--- src/sv/pee_pkg.sv ---
`timescale 1ns / 1ps
// ----------------------------------------------------------------------------
// pee_pkg
// Shared widths, character codes, status codes and control types for the
// postfix expression evaluator.
// ----------------------------------------------------------------------------
package pee_pkg;

   localparam int DATA_W      = 32;
   localparam int SYM_W       = 8;
   localparam int DEPTH_W     = 7;
   localparam int STATUS_W    = 3;
   localparam int STACK_DEPTH = 64;
   localparam int CNT_W       = $clog2(STACK_DEPTH + 1);
   localparam int ADDR_W      = $clog2(STACK_DEPTH);
   localparam int STEP_W      = $clog2(DATA_W + 1);

   localparam logic [SYM_W-1:0] CH_ZERO  = 8'd48;
   localparam logic [SYM_W-1:0] CH_NINE  = 8'h39;
   localparam logic [SYM_W-1:0] CH_PLUS  = 8'h2b;
   localparam logic [SYM_W-1:0] CH_MINUS = 8'h2d;
   localparam logic [SYM_W-1:0] CH_STAR  = 8'h2a;
   localparam logic [SYM_W-1:0] CH_SLASH = 8'h2f;
   localparam logic [SYM_W-1:0] CH_CARET = 8'h5e;

   typedef enum logic [STATUS_W-1:0] {
      ST_OK        = 3'd0,
      ST_IGNORED   = 3'd1,
      ST_UNDERFLOW = 3'd2,
      ST_OVERFLOW  = 3'd3,
      ST_DIVZERO   = 3'd4
   } status_type;

   typedef enum logic [2:0] {
      OP_ADD,
      OP_SUB,
      OP_MUL,
      OP_DIV,
      OP_POW
   } alu_op_type;

   typedef enum logic [2:0] {
      S_IDLE,
      S_DECODE,
      S_FETCH,
      S_EXEC,
      S_RESPOND
   } state_type;

   // commands from the controller to the datapath
   typedef struct packed {
      logic       load;
      logic       push;
      logic       rd_below;
      logic       alu_start;
      logic       commit;
      logic       set_status;
      status_type status;
      logic       respond;
   } cmd_type;

   // status from the datapath to the controller
   typedef struct packed {
      logic is_digit;
      logic is_op;
      logic stack_full;
      logic stack_short;
      logic div_zero;
      logic alu_busy;
      logic out_free;
   } stat_type;

endpackage

--- src/sv/pee_req_if.sv ---
`timescale 1ns / 1ps
// ----------------------------------------------------------------------------
// pee_req_if
// Input channel: one symbol per transaction with its clear flag.
// ----------------------------------------------------------------------------
interface pee_req_if
   import pee_pkg::*;
   ();
   logic             valid;
   logic             ready;
   logic [SYM_W-1:0] symbol;
   logic             first;

   modport source (output valid, symbol, first, input ready);
   modport sink   (input valid, symbol, first, output ready);
endinterface

--- src/sv/pee_rsp_if.sv ---
`timescale 1ns / 1ps
// ----------------------------------------------------------------------------
// pee_rsp_if
// Result channel: stack top, depth and status per transaction.
// ----------------------------------------------------------------------------
interface pee_rsp_if
   import pee_pkg::*;
   ();
   logic                       valid;
   logic                       ready;
   logic signed [DATA_W-1:0]   top_value;
   logic        [DEPTH_W-1:0]  depth;
   logic        [STATUS_W-1:0] status;

   modport source (output valid, top_value, depth, status, input ready);
   modport sink   (input valid, top_value, depth, status, output ready);
endinterface

--- src/sv/postfix_expression_evaluator_core.sv ---
`timescale 1ns / 1ps
// A digit, an ignored symbol or an error goes from decode straight to the result;
// an operator passes through fetch and execute, and waits there while the unit is busy.
// One symbol in flight: the next is taken only after the result is registered.
// Divide and power with a non-negative exponent run on the 32-step
// shared divide / square-and-multiply unit.
// Synchronous reset empties the stack (count to zero); stack RAM is not cleared.
// ----------------------------------------------------------------------------
// postfix_expression_evaluator_core
// Postfix evaluator top level: controller and datapath on valid/ready channels.
// ----------------------------------------------------------------------------
module postfix_expression_evaluator_core
   import pee_pkg::*;
(
   input  logic         clock,
   input  logic         reset,
   pee_req_if.sink      req_chan,
   pee_rsp_if.source    rsp_chan
);

   cmd_type             cmd;
   stat_type            stat;
   logic                req_ready;
   logic                rsp_valid;
   logic [DATA_W-1:0]   rsp_top_value;
   logic [DEPTH_W-1:0]  rsp_depth;
   logic [STATUS_W-1:0] rsp_status;

   pee_ctrl u_ctrl (
      .clock     (clock),
      .reset     (reset),
      .req_valid (req_chan.valid),
      .req_ready (req_ready),
      .stat      (stat),
      .cmd       (cmd)
   );

   pee_dp u_dp (
      .clock         (clock),
      .reset         (reset),
      .req_symbol    (req_chan.symbol),
      .req_first     (req_chan.first),
      .cmd           (cmd),
      .stat          (stat),
      .rsp_ready     (rsp_chan.ready),
      .rsp_valid     (rsp_valid),
      .rsp_top_value (rsp_top_value),
      .rsp_depth     (rsp_depth),
      .rsp_status    (rsp_status)
   );

   assign req_chan.ready     = req_ready;
   assign rsp_chan.valid     = rsp_valid;
   assign rsp_chan.top_value = rsp_top_value;
   assign rsp_chan.depth     = rsp_depth;
   assign rsp_chan.status    = rsp_status;

endmodule

--- src/sv/pee_ram.sv ---
`timescale 1ns / 1ps
// ----------------------------------------------------------------------------
// pee_ram
// Generic single-write, single-read RAM with registered read data.
// ----------------------------------------------------------------------------
module pee_ram #(
   parameter int WIDTH = 32,
   parameter int DEPTH = 64
) (
   input  logic                     clock,
   input  logic                     wr_en,
   input  logic [$clog2(DEPTH)-1:0] wr_addr,
   input  logic [WIDTH-1:0]         wr_data,
   input  logic                     rd_en,
   input  logic [$clog2(DEPTH)-1:0] rd_addr,
   output logic [WIDTH-1:0]         rd_data
);

   logic [WIDTH-1:0] mem_ff [DEPTH];
   logic [WIDTH-1:0] rd_data_ff;

   always_ff @(posedge clock) begin
      if (wr_en) begin
         mem_ff[wr_addr] <= wr_data;
      end
      if (rd_en) begin
         rd_data_ff <= mem_ff[rd_addr];
      end
   end

   assign rd_data = rd_data_ff;

endmodule

--- src/sv/pee_alu.sv ---
`timescale 1ns / 1ps
// ----------------------------------------------------------------------------
// pee_alu
// Iterative arithmetic unit: add/sub completed on start, one-step multiply,
// 32-step restoring divide and 32-step square-and-multiply power.
// ----------------------------------------------------------------------------
module pee_alu
   import pee_pkg::*;
(
   input  logic              clock,
   input  logic              reset,
   input  logic              start,
   input  alu_op_type        op,
   input  logic [DATA_W-1:0] opnd_b,
   input  logic [DATA_W-1:0] opnd_a,
   output logic              busy,
   output logic [DATA_W-1:0] result
);

   logic [DATA_W-1:0] acc_ff, acc_in;
   logic [DATA_W-1:0] aux_ff, aux_in;
   logic [DATA_W-1:0] shf_ff, shf_in;
   logic [STEP_W-1:0] steps_ff, steps_in;
   logic              busy_ff, busy_in;
   logic              div_ff, div_in;
   logic              neg_ff, neg_in;

   logic [DATA_W:0]   rem_sh;
   logic [DATA_W:0]   rem_diff;
   logic [DATA_W-1:0] prod_acc;
   logic [DATA_W-1:0] prod_sq;
   logic [DATA_W-1:0] mag_b;
   logic [DATA_W-1:0] mag_a;
   logic [DATA_W-1:0] quot;

   assign mag_b    = opnd_b[DATA_W-1] ? (~opnd_b + DATA_W'(1)) : opnd_b;
   assign mag_a    = opnd_a[DATA_W-1] ? (~opnd_a + DATA_W'(1)) : opnd_a;
   assign rem_sh   = {acc_ff, shf_ff[DATA_W-1]};
   assign rem_diff = rem_sh - {1'b0, aux_ff};
   assign prod_acc = acc_ff * aux_ff;
   assign prod_sq  = aux_ff * aux_ff;

   always_comb begin
      acc_in   = acc_ff;
      aux_in   = aux_ff;
      shf_in   = shf_ff;
      steps_in = steps_ff;
      busy_in  = busy_ff;
      div_in   = div_ff;
      neg_in   = neg_ff;
      if (start) begin
         div_in = 1'b0;
         case (op)
            OP_ADD: begin
               acc_in   = opnd_b + opnd_a;
               steps_in = '0;
               busy_in  = 1'b0;
            end
            OP_SUB: begin
               acc_in   = opnd_b - opnd_a;
               steps_in = '0;
               busy_in  = 1'b0;
            end
            OP_MUL: begin
               // one pass of the power step with exponent one
               acc_in   = opnd_b;
               aux_in   = opnd_a;
               shf_in   = DATA_W'(1);
               steps_in = STEP_W'(1);
               busy_in  = 1'b1;
            end
            OP_DIV: begin
               acc_in   = '0;
               aux_in   = mag_a;
               shf_in   = mag_b;
               neg_in   = opnd_a[DATA_W-1] ^ opnd_b[DATA_W-1];
               div_in   = 1'b1;
               steps_in = STEP_W'(DATA_W);
               busy_in  = 1'b1;
            end
            OP_POW: begin
               if (opnd_a[DATA_W-1]) begin
                  // negative exponent gives zero
                  acc_in   = '0;
                  steps_in = '0;
                  busy_in  = 1'b0;
               end else begin
                  acc_in   = DATA_W'(1);
                  aux_in   = opnd_b;
                  shf_in   = opnd_a;
                  steps_in = STEP_W'(DATA_W);
                  busy_in  = 1'b1;
               end
            end
            default: begin
               acc_in   = '0;
               steps_in = '0;
               busy_in  = 1'b0;
            end
         endcase
      end else if (busy_ff) begin
         if (div_ff) begin
            if (!rem_diff[DATA_W]) begin
               acc_in = rem_diff[DATA_W-1:0];
               shf_in = {shf_ff[DATA_W-2:0], 1'b1};
            end else begin
               acc_in = rem_sh[DATA_W-1:0];
               shf_in = {shf_ff[DATA_W-2:0], 1'b0};
            end
         end else begin
            if (shf_ff[0]) begin
               acc_in = prod_acc;
            end
            aux_in = prod_sq;
            shf_in = {1'b0, shf_ff[DATA_W-1:1]};
         end
         steps_in = steps_ff - STEP_W'(1);
         busy_in  = (steps_ff != STEP_W'(1));
      end
   end

   always_ff @(posedge clock) begin
      if (reset) begin
         busy_ff  <= 1'b0;
         steps_ff <= '0;
         div_ff   <= 1'b0;
      end else begin
         busy_ff  <= busy_in;
         steps_ff <= steps_in;
         div_ff   <= div_in;
      end
   end

   always_ff @(posedge clock) begin
      acc_ff <= acc_in;
      aux_ff <= aux_in;
      shf_ff <= shf_in;
      neg_ff <= neg_in;
   end

   assign quot   = neg_ff ? (~shf_ff + DATA_W'(1)) : shf_ff;
   assign result = div_ff ? quot : acc_ff;
   assign busy   = busy_ff;

endmodule

--- src/sv/pee_dp.sv ---
`timescale 1ns / 1ps
// ----------------------------------------------------------------------------
// pee_dp
// Datapath: symbol register, stack count, cached stack top, operand stack
// RAM, arithmetic unit and the result output register.
// ----------------------------------------------------------------------------
module pee_dp
   import pee_pkg::*;
(
   input  logic                clock,
   input  logic                reset,
   input  logic [SYM_W-1:0]    req_symbol,
   input  logic                req_first,
   input  cmd_type             cmd,
   output stat_type            stat,
   input  logic                rsp_ready,
   output logic                rsp_valid,
   output logic [DATA_W-1:0]   rsp_top_value,
   output logic [DEPTH_W-1:0]  rsp_depth,
   output logic [STATUS_W-1:0] rsp_status
);

   logic [SYM_W-1:0]    sym_ff, sym_in;
   logic [CNT_W-1:0]    count_ff, count_in;
   logic [DATA_W-1:0]   top_ff, top_in;
   status_type          status_ff, status_in;
   logic                rsp_valid_ff, rsp_valid_in;
   logic [DATA_W-1:0]   rsp_top_ff, rsp_top_in;
   logic [DEPTH_W-1:0]  rsp_depth_ff, rsp_depth_in;
   logic [STATUS_W-1:0] rsp_status_ff, rsp_status_in;

   logic [CNT_W-1:0]    below_cnt;
   logic [DATA_W-1:0]   digit_val;
   alu_op_type          alu_op;
   logic                alu_busy;
   logic [DATA_W-1:0]   alu_result;
   logic [DATA_W-1:0]   ram_rdata;
   logic                ram_wr_en;
   logic [ADDR_W-1:0]   ram_wr_addr;
   logic [DATA_W-1:0]   ram_wr_data;
   logic [SYM_W-1:0]    digit_code;

   assign below_cnt  = count_ff - CNT_W'(2);
   assign digit_code = sym_ff - CH_ZERO;
   assign digit_val  = DATA_W'(digit_code);

   always_comb begin
      case (sym_ff)
         CH_PLUS:  alu_op = OP_ADD;
         CH_MINUS: alu_op = OP_SUB;
         CH_STAR:  alu_op = OP_MUL;
         CH_SLASH: alu_op = OP_DIV;
         default:  alu_op = OP_POW;
      endcase
   end

   always_comb begin
      stat.is_digit    = sym_ff inside {[CH_ZERO:CH_NINE]};
      stat.is_op       = sym_ff inside {CH_PLUS, CH_MINUS, CH_STAR, CH_SLASH, CH_CARET};
      stat.stack_full  = (count_ff == CNT_W'(STACK_DEPTH));
      stat.stack_short = (count_ff < CNT_W'(2));
      // divisor is the cached top entry
      stat.div_zero    = (alu_op == OP_DIV) && (top_ff == '0);
      stat.alu_busy    = alu_busy;
      stat.out_free    = !rsp_valid_ff || rsp_ready;
   end

   // push writes the new top slot, commit overwrites the lower operand
   assign ram_wr_en   = cmd.push || cmd.commit;
   assign ram_wr_addr = cmd.push ? count_ff[ADDR_W-1:0] : below_cnt[ADDR_W-1:0];
   assign ram_wr_data = cmd.push ? digit_val : alu_result;

   pee_ram #(
      .WIDTH (DATA_W),
      .DEPTH (STACK_DEPTH)
   ) u_stack (
      .clock   (clock),
      .wr_en   (ram_wr_en),
      .wr_addr (ram_wr_addr),
      .wr_data (ram_wr_data),
      .rd_en   (cmd.rd_below),
      .rd_addr (below_cnt[ADDR_W-1:0]),
      .rd_data (ram_rdata)
   );

   pee_alu u_alu (
      .clock  (clock),
      .reset  (reset),
      .start  (cmd.alu_start),
      .op     (alu_op),
      .opnd_b (ram_rdata),
      .opnd_a (top_ff),
      .busy   (alu_busy),
      .result (alu_result)
   );

   always_comb begin
      sym_in        = sym_ff;
      count_in      = count_ff;
      top_in        = top_ff;
      status_in     = status_ff;
      rsp_valid_in  = rsp_valid_ff;
      rsp_top_in    = rsp_top_ff;
      rsp_depth_in  = rsp_depth_ff;
      rsp_status_in = rsp_status_ff;

      if (cmd.load) begin
         sym_in = req_symbol;
         if (req_first) begin
            count_in = '0;
         end
      end
      if (cmd.push) begin
         count_in = count_ff + CNT_W'(1);
         top_in   = digit_val;
      end
      if (cmd.commit) begin
         count_in = count_ff - CNT_W'(1);
         top_in   = alu_result;
      end
      if (cmd.set_status) begin
         status_in = cmd.status;
      end

      if (cmd.respond) begin
         rsp_valid_in  = 1'b1;
         rsp_top_in    = (count_ff == '0) ? '0 : top_ff;
         rsp_depth_in  = DEPTH_W'(count_ff);
         rsp_status_in = status_ff;
      end else if (rsp_ready) begin
         rsp_valid_in = 1'b0;
      end
   end

   always_ff @(posedge clock) begin
      if (reset) begin
         count_ff     <= '0;
         rsp_valid_ff <= 1'b0;
      end else begin
         count_ff     <= count_in;
         rsp_valid_ff <= rsp_valid_in;
      end
   end

   always_ff @(posedge clock) begin
      sym_ff        <= sym_in;
      top_ff        <= top_in;
      status_ff     <= status_in;
      rsp_top_ff    <= rsp_top_in;
      rsp_depth_ff  <= rsp_depth_in;
      rsp_status_ff <= rsp_status_in;
   end

   assign rsp_valid     = rsp_valid_ff;
   assign rsp_top_value = rsp_top_ff;
   assign rsp_depth     = rsp_depth_ff;
   assign rsp_status    = rsp_status_ff;

   a_count_bound: assert property (@(posedge clock) disable iff (reset)
      count_ff <= CNT_W'(STACK_DEPTH))
      else $error("stack count beyond depth");

   a_push_room: assert property (@(posedge clock) disable iff (reset)
      cmd.push |-> !stat.stack_full)
      else $error("push on full stack");

   a_commit_pop: assert property (@(posedge clock) disable iff (reset)
      cmd.commit |=> count_ff == $past(count_ff) - CNT_W'(1))
      else $error("commit did not pop one entry");

   a_start_idle: assert property (@(posedge clock) disable iff (reset)
      cmd.alu_start |-> !alu_busy && !stat.stack_short)
      else $error("alu started while busy or short of operands");

   a_respond_room: assert property (@(posedge clock) disable iff (reset)
      cmd.respond |-> stat.out_free)
      else $error("result overwrites a pending transaction");

endmodule

--- src/sv/pee_ctrl.sv ---
`timescale 1ns / 1ps
// ----------------------------------------------------------------------------
// pee_ctrl
// Controller: sequences decode, stack access, arithmetic and result hand-off
// for one transaction at a time.
// ----------------------------------------------------------------------------
module pee_ctrl
   import pee_pkg::*;
(
   input  logic     clock,
   input  logic     reset,
   input  logic     req_valid,
   output logic     req_ready,
   input  stat_type stat,
   output cmd_type  cmd
);

   state_type state_ff, state_in;

   always_comb begin
      state_in = state_ff;
      case (state_ff)
         S_IDLE: begin
            if (req_valid) begin
               state_in = S_DECODE;
            end
         end
         S_DECODE: begin
            if (stat.is_op && !stat.stack_short && !stat.div_zero) begin
               state_in = S_FETCH;
            end else begin
               state_in = S_RESPOND;
            end
         end
         S_FETCH: begin
            state_in = S_EXEC;
         end
         S_EXEC: begin
            if (!stat.alu_busy) begin
               state_in = S_RESPOND;
            end
         end
         S_RESPOND: begin
            if (stat.out_free) begin
               state_in = S_IDLE;
            end
         end
         default: begin
            state_in = S_IDLE;
         end
      endcase
   end

   always_comb begin
      cmd       = '0;
      cmd.status = ST_OK;
      req_ready = 1'b0;
      case (state_ff)
         S_IDLE: begin
            req_ready = 1'b1;
            cmd.load  = req_valid;
         end
         S_DECODE: begin
            cmd.set_status = 1'b1;
            if (stat.is_digit) begin
               if (stat.stack_full) begin
                  cmd.status = ST_OVERFLOW;
               end else begin
                  cmd.push   = 1'b1;
                  cmd.status = ST_OK;
               end
            end else if (stat.is_op) begin
               if (stat.stack_short) begin
                  cmd.status = ST_UNDERFLOW;
               end else if (stat.div_zero) begin
                  cmd.status = ST_DIVZERO;
               end else begin
                  cmd.rd_below = 1'b1;
                  cmd.status   = ST_OK;
               end
            end else begin
               cmd.status = ST_IGNORED;
            end
         end
         S_FETCH: begin
            cmd.alu_start = 1'b1;
         end
         S_EXEC: begin
            cmd.commit = !stat.alu_busy;
         end
         S_RESPOND: begin
            cmd.respond = stat.out_free;
         end
         default: begin
            cmd = '0;
         end
      endcase
   end

   always_ff @(posedge clock) begin
      if (reset) begin
         state_ff <= S_IDLE;
      end else begin
         state_ff <= state_in;
      end
   end

endmodule
--- src/flat_wrapper.sv ---
// flat-port wrapper written by rule: the top's interface ports become plain ports
module postfix_expression_evaluator_core_flat import pee_pkg::*;
  (clock, reset, req_chan_valid, req_chan_symbol, req_chan_first, req_chan_ready, rsp_chan_valid, rsp_chan_top_value, rsp_chan_depth, rsp_chan_status, rsp_chan_ready);
  pee_req_if req_chan_i ();
  pee_rsp_if rsp_chan_i ();
  input  logic clock;
  input  logic reset;
  input wire logic [$bits(req_chan_i.valid)-1:0] req_chan_valid;
  input wire logic [$bits(req_chan_i.symbol)-1:0] req_chan_symbol;
  input wire logic [$bits(req_chan_i.first)-1:0] req_chan_first;
  output wire logic [$bits(req_chan_i.ready)-1:0] req_chan_ready;
  output wire logic [$bits(rsp_chan_i.valid)-1:0] rsp_chan_valid;
  output wire logic [$bits(rsp_chan_i.top_value)-1:0] rsp_chan_top_value;
  output wire logic [$bits(rsp_chan_i.depth)-1:0] rsp_chan_depth;
  output wire logic [$bits(rsp_chan_i.status)-1:0] rsp_chan_status;
  input wire logic [$bits(rsp_chan_i.ready)-1:0] rsp_chan_ready;
  assign req_chan_i.valid = req_chan_valid;
  assign req_chan_i.symbol = req_chan_symbol;
  assign req_chan_i.first = req_chan_first;
  assign req_chan_ready = req_chan_i.ready;
  assign rsp_chan_valid = rsp_chan_i.valid;
  assign rsp_chan_top_value = rsp_chan_i.top_value;
  assign rsp_chan_depth = rsp_chan_i.depth;
  assign rsp_chan_status = rsp_chan_i.status;
  assign rsp_chan_i.ready = rsp_chan_ready;
  postfix_expression_evaluator_core u_core (.clock(clock), .reset(reset), .req_chan(req_chan_i), .rsp_chan(rsp_chan_i));
endmodule
--- config.mk ---
export PLATFORM = sky130hd
export DESIGN_NAME = postfix_expression_evaluator_core_flat
export DESIGN_NICKNAME = d
export VERILOG_FILES = /design/src/sv/pee_pkg.sv /design/src/sv/pee_req_if.sv /design/src/sv/pee_rsp_if.sv /design/src/sv/postfix_expression_evaluator_core.sv /design/src/sv/pee_ram.sv /design/src/sv/pee_alu.sv /design/src/sv/pee_dp.sv /design/src/sv/pee_ctrl.sv /design/src/flat_wrapper.sv
export SDC_FILE = /design/constraint.sdc
export NUM_CORES = 2
export LEC_CHECK = 0
export ABC_AREA = 1
export BUFFER_PORTS_ARGS = -buffer_cell sky130_fd_sc_hd__buf_2
export CORE_ASPECT_RATIO = 0.75
export CORE_MARGIN = 2
export CORE_UTILIZATION = 50
export DETAILED_ROUTE_END_ITERATION = 12
export PLACE_DENSITY_LB_ADDON = 0.1
export SLEW_MARGIN = 15
export SYNTH_ARGS = -nofsm -noshare
export SYNTH_HDL_FRONTEND = slang
export SYNTH_HIERARCHICAL = 1
export SYNTH_SLANG_ARGS = --single-unit
--- constraint.sdc ---
create_clock -name clock -period 22.1 [get_ports clock]
set_input_delay 4.42 -clock clock [delete_from_list [all_inputs] [get_ports clock]]
set_output_delay 4.42 -clock clock [all_outputs]
set_load 0.1 [all_outputs]
* Yosys cells after proc, flatten, opt, wreduce, memory -nomap -nowiden
Memories as Yosys holds them, arrays and structs flattened. A register that Yosys moved wholly into a read port is not among the register bits.
Cells that the tools add are included.
** Operators by class
- Add/sub/neg operators :: 11
- Multiply operators :: 2
- Divide/modulo/power cells :: 0
- Order comparisons :: 3
- Equality and inequality tests :: 21
- Shift operators :: 0
- Multiplexer cells :: 67
- Bitwise operators :: 4
- Reductions and logical operators :: 28
** Operators by type and width (count)
- $mux W32 :: 20
- $pmux W32 S3 :: 2
- $pmux W32 S4 :: 1
- $add A32 B1 Y32 const B :: 3
- $not A32 Y32 :: 3
- $mul A32 B32 Y32 :: 2
- $sub A33 B32 Y33 :: 1
- $add A32 B32 Y32 :: 1
- $eq A8 B6 Y1 const B :: 4
- $logic_not A32 Y1 :: 1
- $sub A32 B32 Y32 :: 1
- $mux W7 :: 4
- $mux W3 :: 8
- $mux W6 :: 4
- $mux W1 :: 21
- $pmux W6 S3 :: 1
- $pmux W3 S5 :: 1
- $eq A3 B2 Y1 const B :: 4
- $pmux W3 S4 :: 1
- $reduce_bool A3 Y1 :: 3
- $eq A8 B7 Y1 const B :: 1
- $ge A8 B6 Y1 const B :: 1
- $le A8 B6 Y1 const B :: 1
- $sub A8 B6 Y8 const B :: 1
- other kinds (28) :: 46
** Storage, ports and cells
- Register bits after elaboration :: 201
- Latch bits :: 0
- Bits in writable memories :: 2048
- ROM bits :: 0
- Bits of input ports :: 13
- Output and inout port bits :: 44
- Logic and storage cells :: 153
- Memories :: 1
** Memory list
- u_core.u_dp.u_stack.mem_ff :: words 64, bits a word 32, rd ports 1, clocked after memory_dff 1, write ports 1, line pee_ram.sv:19 : logic [WIDTH-1:0] mem_ff [DEPTH];

* Depth between registers and ports, before layout
- Word-level depth :: 12
- Mapped depth :: 33
- Depth with buffers taken out :: 31

* Hierarchy
Netlist, hierarchy kept.
** Modules (own cells, without submodules)
- pee_ram :: instances 1, cells an instance 6769, area an instance 83058.4 um2, sequential area each 62459.9 um2
- pee_alu :: instances 1, cells an instance 6156, area an instance 44373.8 um2, sequential area each 3072.9 um2
- pee_dp :: instances 1, cells an instance 466, area an instance 4431.8 um2, sequential area each 2712.6 um2
- pee_ctrl :: instances 1, cells an instance 52, area an instance 290.3 um2, sequential area each 60.1 um2

* Worst setup path after synthesis
Ideal clock, no wire load.
- Path type :: input port to flip-flop
- Start point :: input rsp_chan_ready
- End point :: register u_core.u_dp.rsp_depth_ff[0] (netlist: u_core/u_dp/rsp_depth[0]) (enable)
- Setup time :: 0.549 ns
- Arrival :: 8.636 ns
- Data required time :: 21.551 ns
- Path slack :: 12.915 ns
- Stages :: 4
- Path buffers :: 0
- Path through :: inv_1 -> nand2_1 -> inv_1 -> nor4_1
** RTL lines
- start, declared :: line flat_wrapper.sv:16 : input wire logic [$bits(rsp_chan_i.ready)-1:0] rsp_chan_ready;
- end signal, assigned :: line pee_dp.sv:150 : rsp_depth_ff <= rsp_depth_in;
- end, declared :: line pee_dp.sv:29 : logic [DEPTH_W-1:0] rsp_depth_ff, rsp_depth_in;

* Worst setup path after layout
- Start point :: register u_core.u_dp.u_alu.aux_ff[8]
- End point :: register u_core.u_dp.u_alu.acc_ff[31] (data pin)
** Between the ends
- Cells in the longest elaborated chain, start to end :: 5
- Elaborated cells between the ends (all ways) :: 7
- Those cells by class :: add/sub (1); mul (1); mux (5)
** RTL lines
- start, declared :: line pee_alu.sv:21 : logic [DATA_W-1:0] aux_ff, aux_in;
- start signal, assigned :: line pee_alu.sv:136 : aux_ff <= aux_in;
- $mul A32 B32 Y32 / $sub A33 B32 Y33 (equally long branches) :: line pee_alu.sv:40, pee_alu.sv:39
- $mux W32, on equally long branches :: line pee_alu.sv:111, pee_alu.sv:103
- $mux W32 (*) :: line pee_alu.sv:102 : if (div_ff) begin
- $mux W32 (*) :: line pee_alu.sv:101 : end else if (busy_ff) begin
- $mux W32 (*) :: line pee_alu.sv:51 : if (start) begin
- named net u_core.u_dp.u_alu.acc_in[31] :: line pee_alu.sv:20 : logic [DATA_W-1:0] acc_ff, acc_in;
- end signal, assigned :: line pee_alu.sv:135 : acc_ff <= acc_in;
- end, declared :: line pee_alu.sv:20
Mark *: on every way through the listed nets, which the timed path passes. The rest lies on a longest branch. The select of a mux whose other input is x is not followed.
A chain may end at the register's enable or synchronous reset.

==> qor.csv <==
metric,value,unit
status,"finished, final reports clean",
GPL Wtd Cong,1.01,
io pins,57,
residual DRC count,0,
largest net degree at the start of global routing,181,
WHS,456,ps
Cells after DPL,16505,
met1 usage,53.9,%
most frequent cell after synthesis,nand2_1,
"Design Area, Final",143000,µm²
final period utilization,37.7,%
most crowded layer after global routing,met1,
Core Region,263000,µm²
critical path arrival,8920,ps
CTS Buf Count,228,
total power,9750,µW
drt first-iter violations,13844,
dominant synthesized flop cell,edfxtp_1,
height of the chip,449,µm
sequential share of the synthesized area,51.7,%
transition time of the tightest slew-check pin,1360,ps
area delta synth->final,8.52,%
Rows,163,
nets,14402,
largest cells by area after synthesis,"edfxtp_1, fa_1, nand2_1",
Worst path slowest cell,edfxtp_1,
vias per cell,5.86,
crit-path max cell delay,940,ps
Crit. Startpoint,u_core/u_dp/u_alu/aux_ff[8]$_DFFE_PP_,
final global-route overflow total,0,
Post-Layout Cell Count,16924,
# resized after CTS,0,
Post-Syn Nets,14575,
"top cells by count, synth","nand2_1, edfxtp_1, nand3_1",
Post-CTS Hold Buffers,0,
DR WL/cell,26.9,µm
r2r startpoint,u_core/u_dp/u_alu/aux_ff[8]$_DFFE_PP_,
Leak,0.0608,µW
number of synthesized flops with an enable pin,2262,
initial core utilization,50.3,%
WP data required,22680,ps
later-pin clock latency in the skew report,910,ps
Final setup viols,0,
#FFs+latches synth,2281,
Routed Wire Length,456,mm
"Reg clk slew, reported paths",70,ps
CTS tree,done,
via count,99253,
HP Class,reg -> reg,
All-Layer GR Usage,33.8,%
Syn Inst Count,13443,
Post-DP Area,136000,µm²
Final ANT Viol Nets,0,
worst hold path startpoint,u_core/u_dp/status_ff[1]$_DFFE_PP_,
RSZ-0062 raised after global routing,false,
initial antenna violation count,31,
syn avg cell area,9.83,µm²
Worst path most repeated cell,fa_1,
CP Launch Type,register,
met2 usage,43.8,%
share of the synthesized area in the top cell type,51.4,%
PD cells,68.0,nW/µm²
drt first pass iters,6,
vias in the first global route,94485,
Setup CP Type,reg -> reg,
Yosys warnings,6,
crit end category,register,
max cap viols,0,
Fmax,120,MHz
port bufs,56,
Post-Syn Area,132000,µm²
Peak VDD IR,0.0642,mV
cell accounting for the most synthesized area,edfxtp_1,
Clock Tree Root,clkbuf_16,
CTS Buffer Depth,4,
setup TNS,0,ps
synth unique cells,71,
Slew Limit Fails,0,
post-CTS setup buffer count,0,
Final Hold Fails,0,
dpl hpwl,294,mm
Die ar.,268000,µm²
CP Max Fanout,35,
min Tclk post-route,8340,ps
CTS sink count,2281,
first-pass GRT wire length,661,mm
share of layout cells above drive strength 1,6.22,%
ys async rst share,0,%
Max-slew headroom,8.89,%
H-Tree Depth,4,
met3 GRT Util,11.8,%
Die X,598,µm
Final Skew,73.4,ps
-- flip-flops by register name, indices dropped and copies added (netlist names), 8 cells and up --
register	flops
u_core/u_dp/u_alu/shf_ff	32
u_core/u_dp/sym_ff	8
u_core/u_dp/rsp_top_value	32
u_core/u_dp/u_alu/aux_ff	32
u_core/u_dp/u_stack/mem_ff	2048
u_core/u_dp/u_alu/acc_ff	32
u_core/u_dp/u_stack/rd_data	32
u_core/u_dp/top_ff	32
-- power breakdown --
part	internal, µW	switching (µW)
clock network	2080	1680
logic	317	941
registers	4730	9.38
-- cells in the final DEF, fill, tap and decap left out, types with 65 or more instances in the layout --
cell and count:
a21oi_1 212, buf_4 250, clkbuf_16 232, edfxtp_1 2262, fa_1 777, ha_1 342, inv_1 1775, nand2_1 3912
nand3_1 2140, nand4_1 65, nor2_1 282, nor2_4 89, o21ai_0 272, xor2_1 93
-- metal layers --
layer / vias up / part of all wire (%)
li1: 43852 / -
met1: 49331 / 45
met2: 5505 / 38
met3: 549 / 15
met4: 16 / 2.0
met5: - / 0.022
-- layout make-up --
type	count	area [µm²]
inverter	1795	6790
antenna	8	20.0
sequential	2281	68300
timing repair buffer	315	2340
fill	23030	119000
multi-input combinational	8649	54600
clock buffer	276	6000
tap	3465	4340
clock inverter	135	1030
-- worst paths after layout --
path | to | slack, ps | cells after the start
min reg2reg | u_core/u_dp/rsp_status[1]$_DFFE_PP_ | 460 | 0
max reg2reg | u_core/u_dp/u_alu/acc_ff[31]$_DFFE_PP_ | 13760 | 25
min | u_core/u_dp/rsp_status[1]$_DFFE_PP_ | 460 | 0
max | u_core/u_dp/u_alu/acc_ff[31]$_DFFE_PP_ | 13760 | 25
-- kinds of logic (layout without fill, tap and decap cells) --
| family | after synthesis | after routing | share of synthesized area [%] |
|---|---|---|---|
| AOI/OAI and AO/OA | 724 | 724 | 3.16 |
| other | 0 | 8 | 0 |
| DFF | 2281 | 2281 | 51.7 |
| and+or+nand+nor | 6664 | 6664 | 21.5 |
| xor gates and xnor gates | 142 | 142 | 0.941 |
| adders and majority gates | 1119 | 1119 | 15.0 |
| buffers and inverters | 2513 | 2521 | 7.67 |
-- per-stage QoR --
stage | setup slack, ps | utilization, %
CTS | 13950 | 54.5
floorplan | 12910 | -
detailed placement | 14020 | 51.9
global route | 13430 | 54.5
finish | 13760 | 54.6
global placement | 14060 | 51.9
-- critical path, delay by kind of cell, from the launching register on --
| kind | cells | cell delay (ps) |
|---|---|---|
| buffers and inverters | 6 | 950 |
| AND/OR/NAND/NOR | 5 | 690 |
| AO/OA/AOI/OAI | 5 | 1190 |
| flip-flops | 1 | 940 |
| adder cells (fa/ha/maj) | 9 | 4230 |
(Power assumes the default switching activity.)
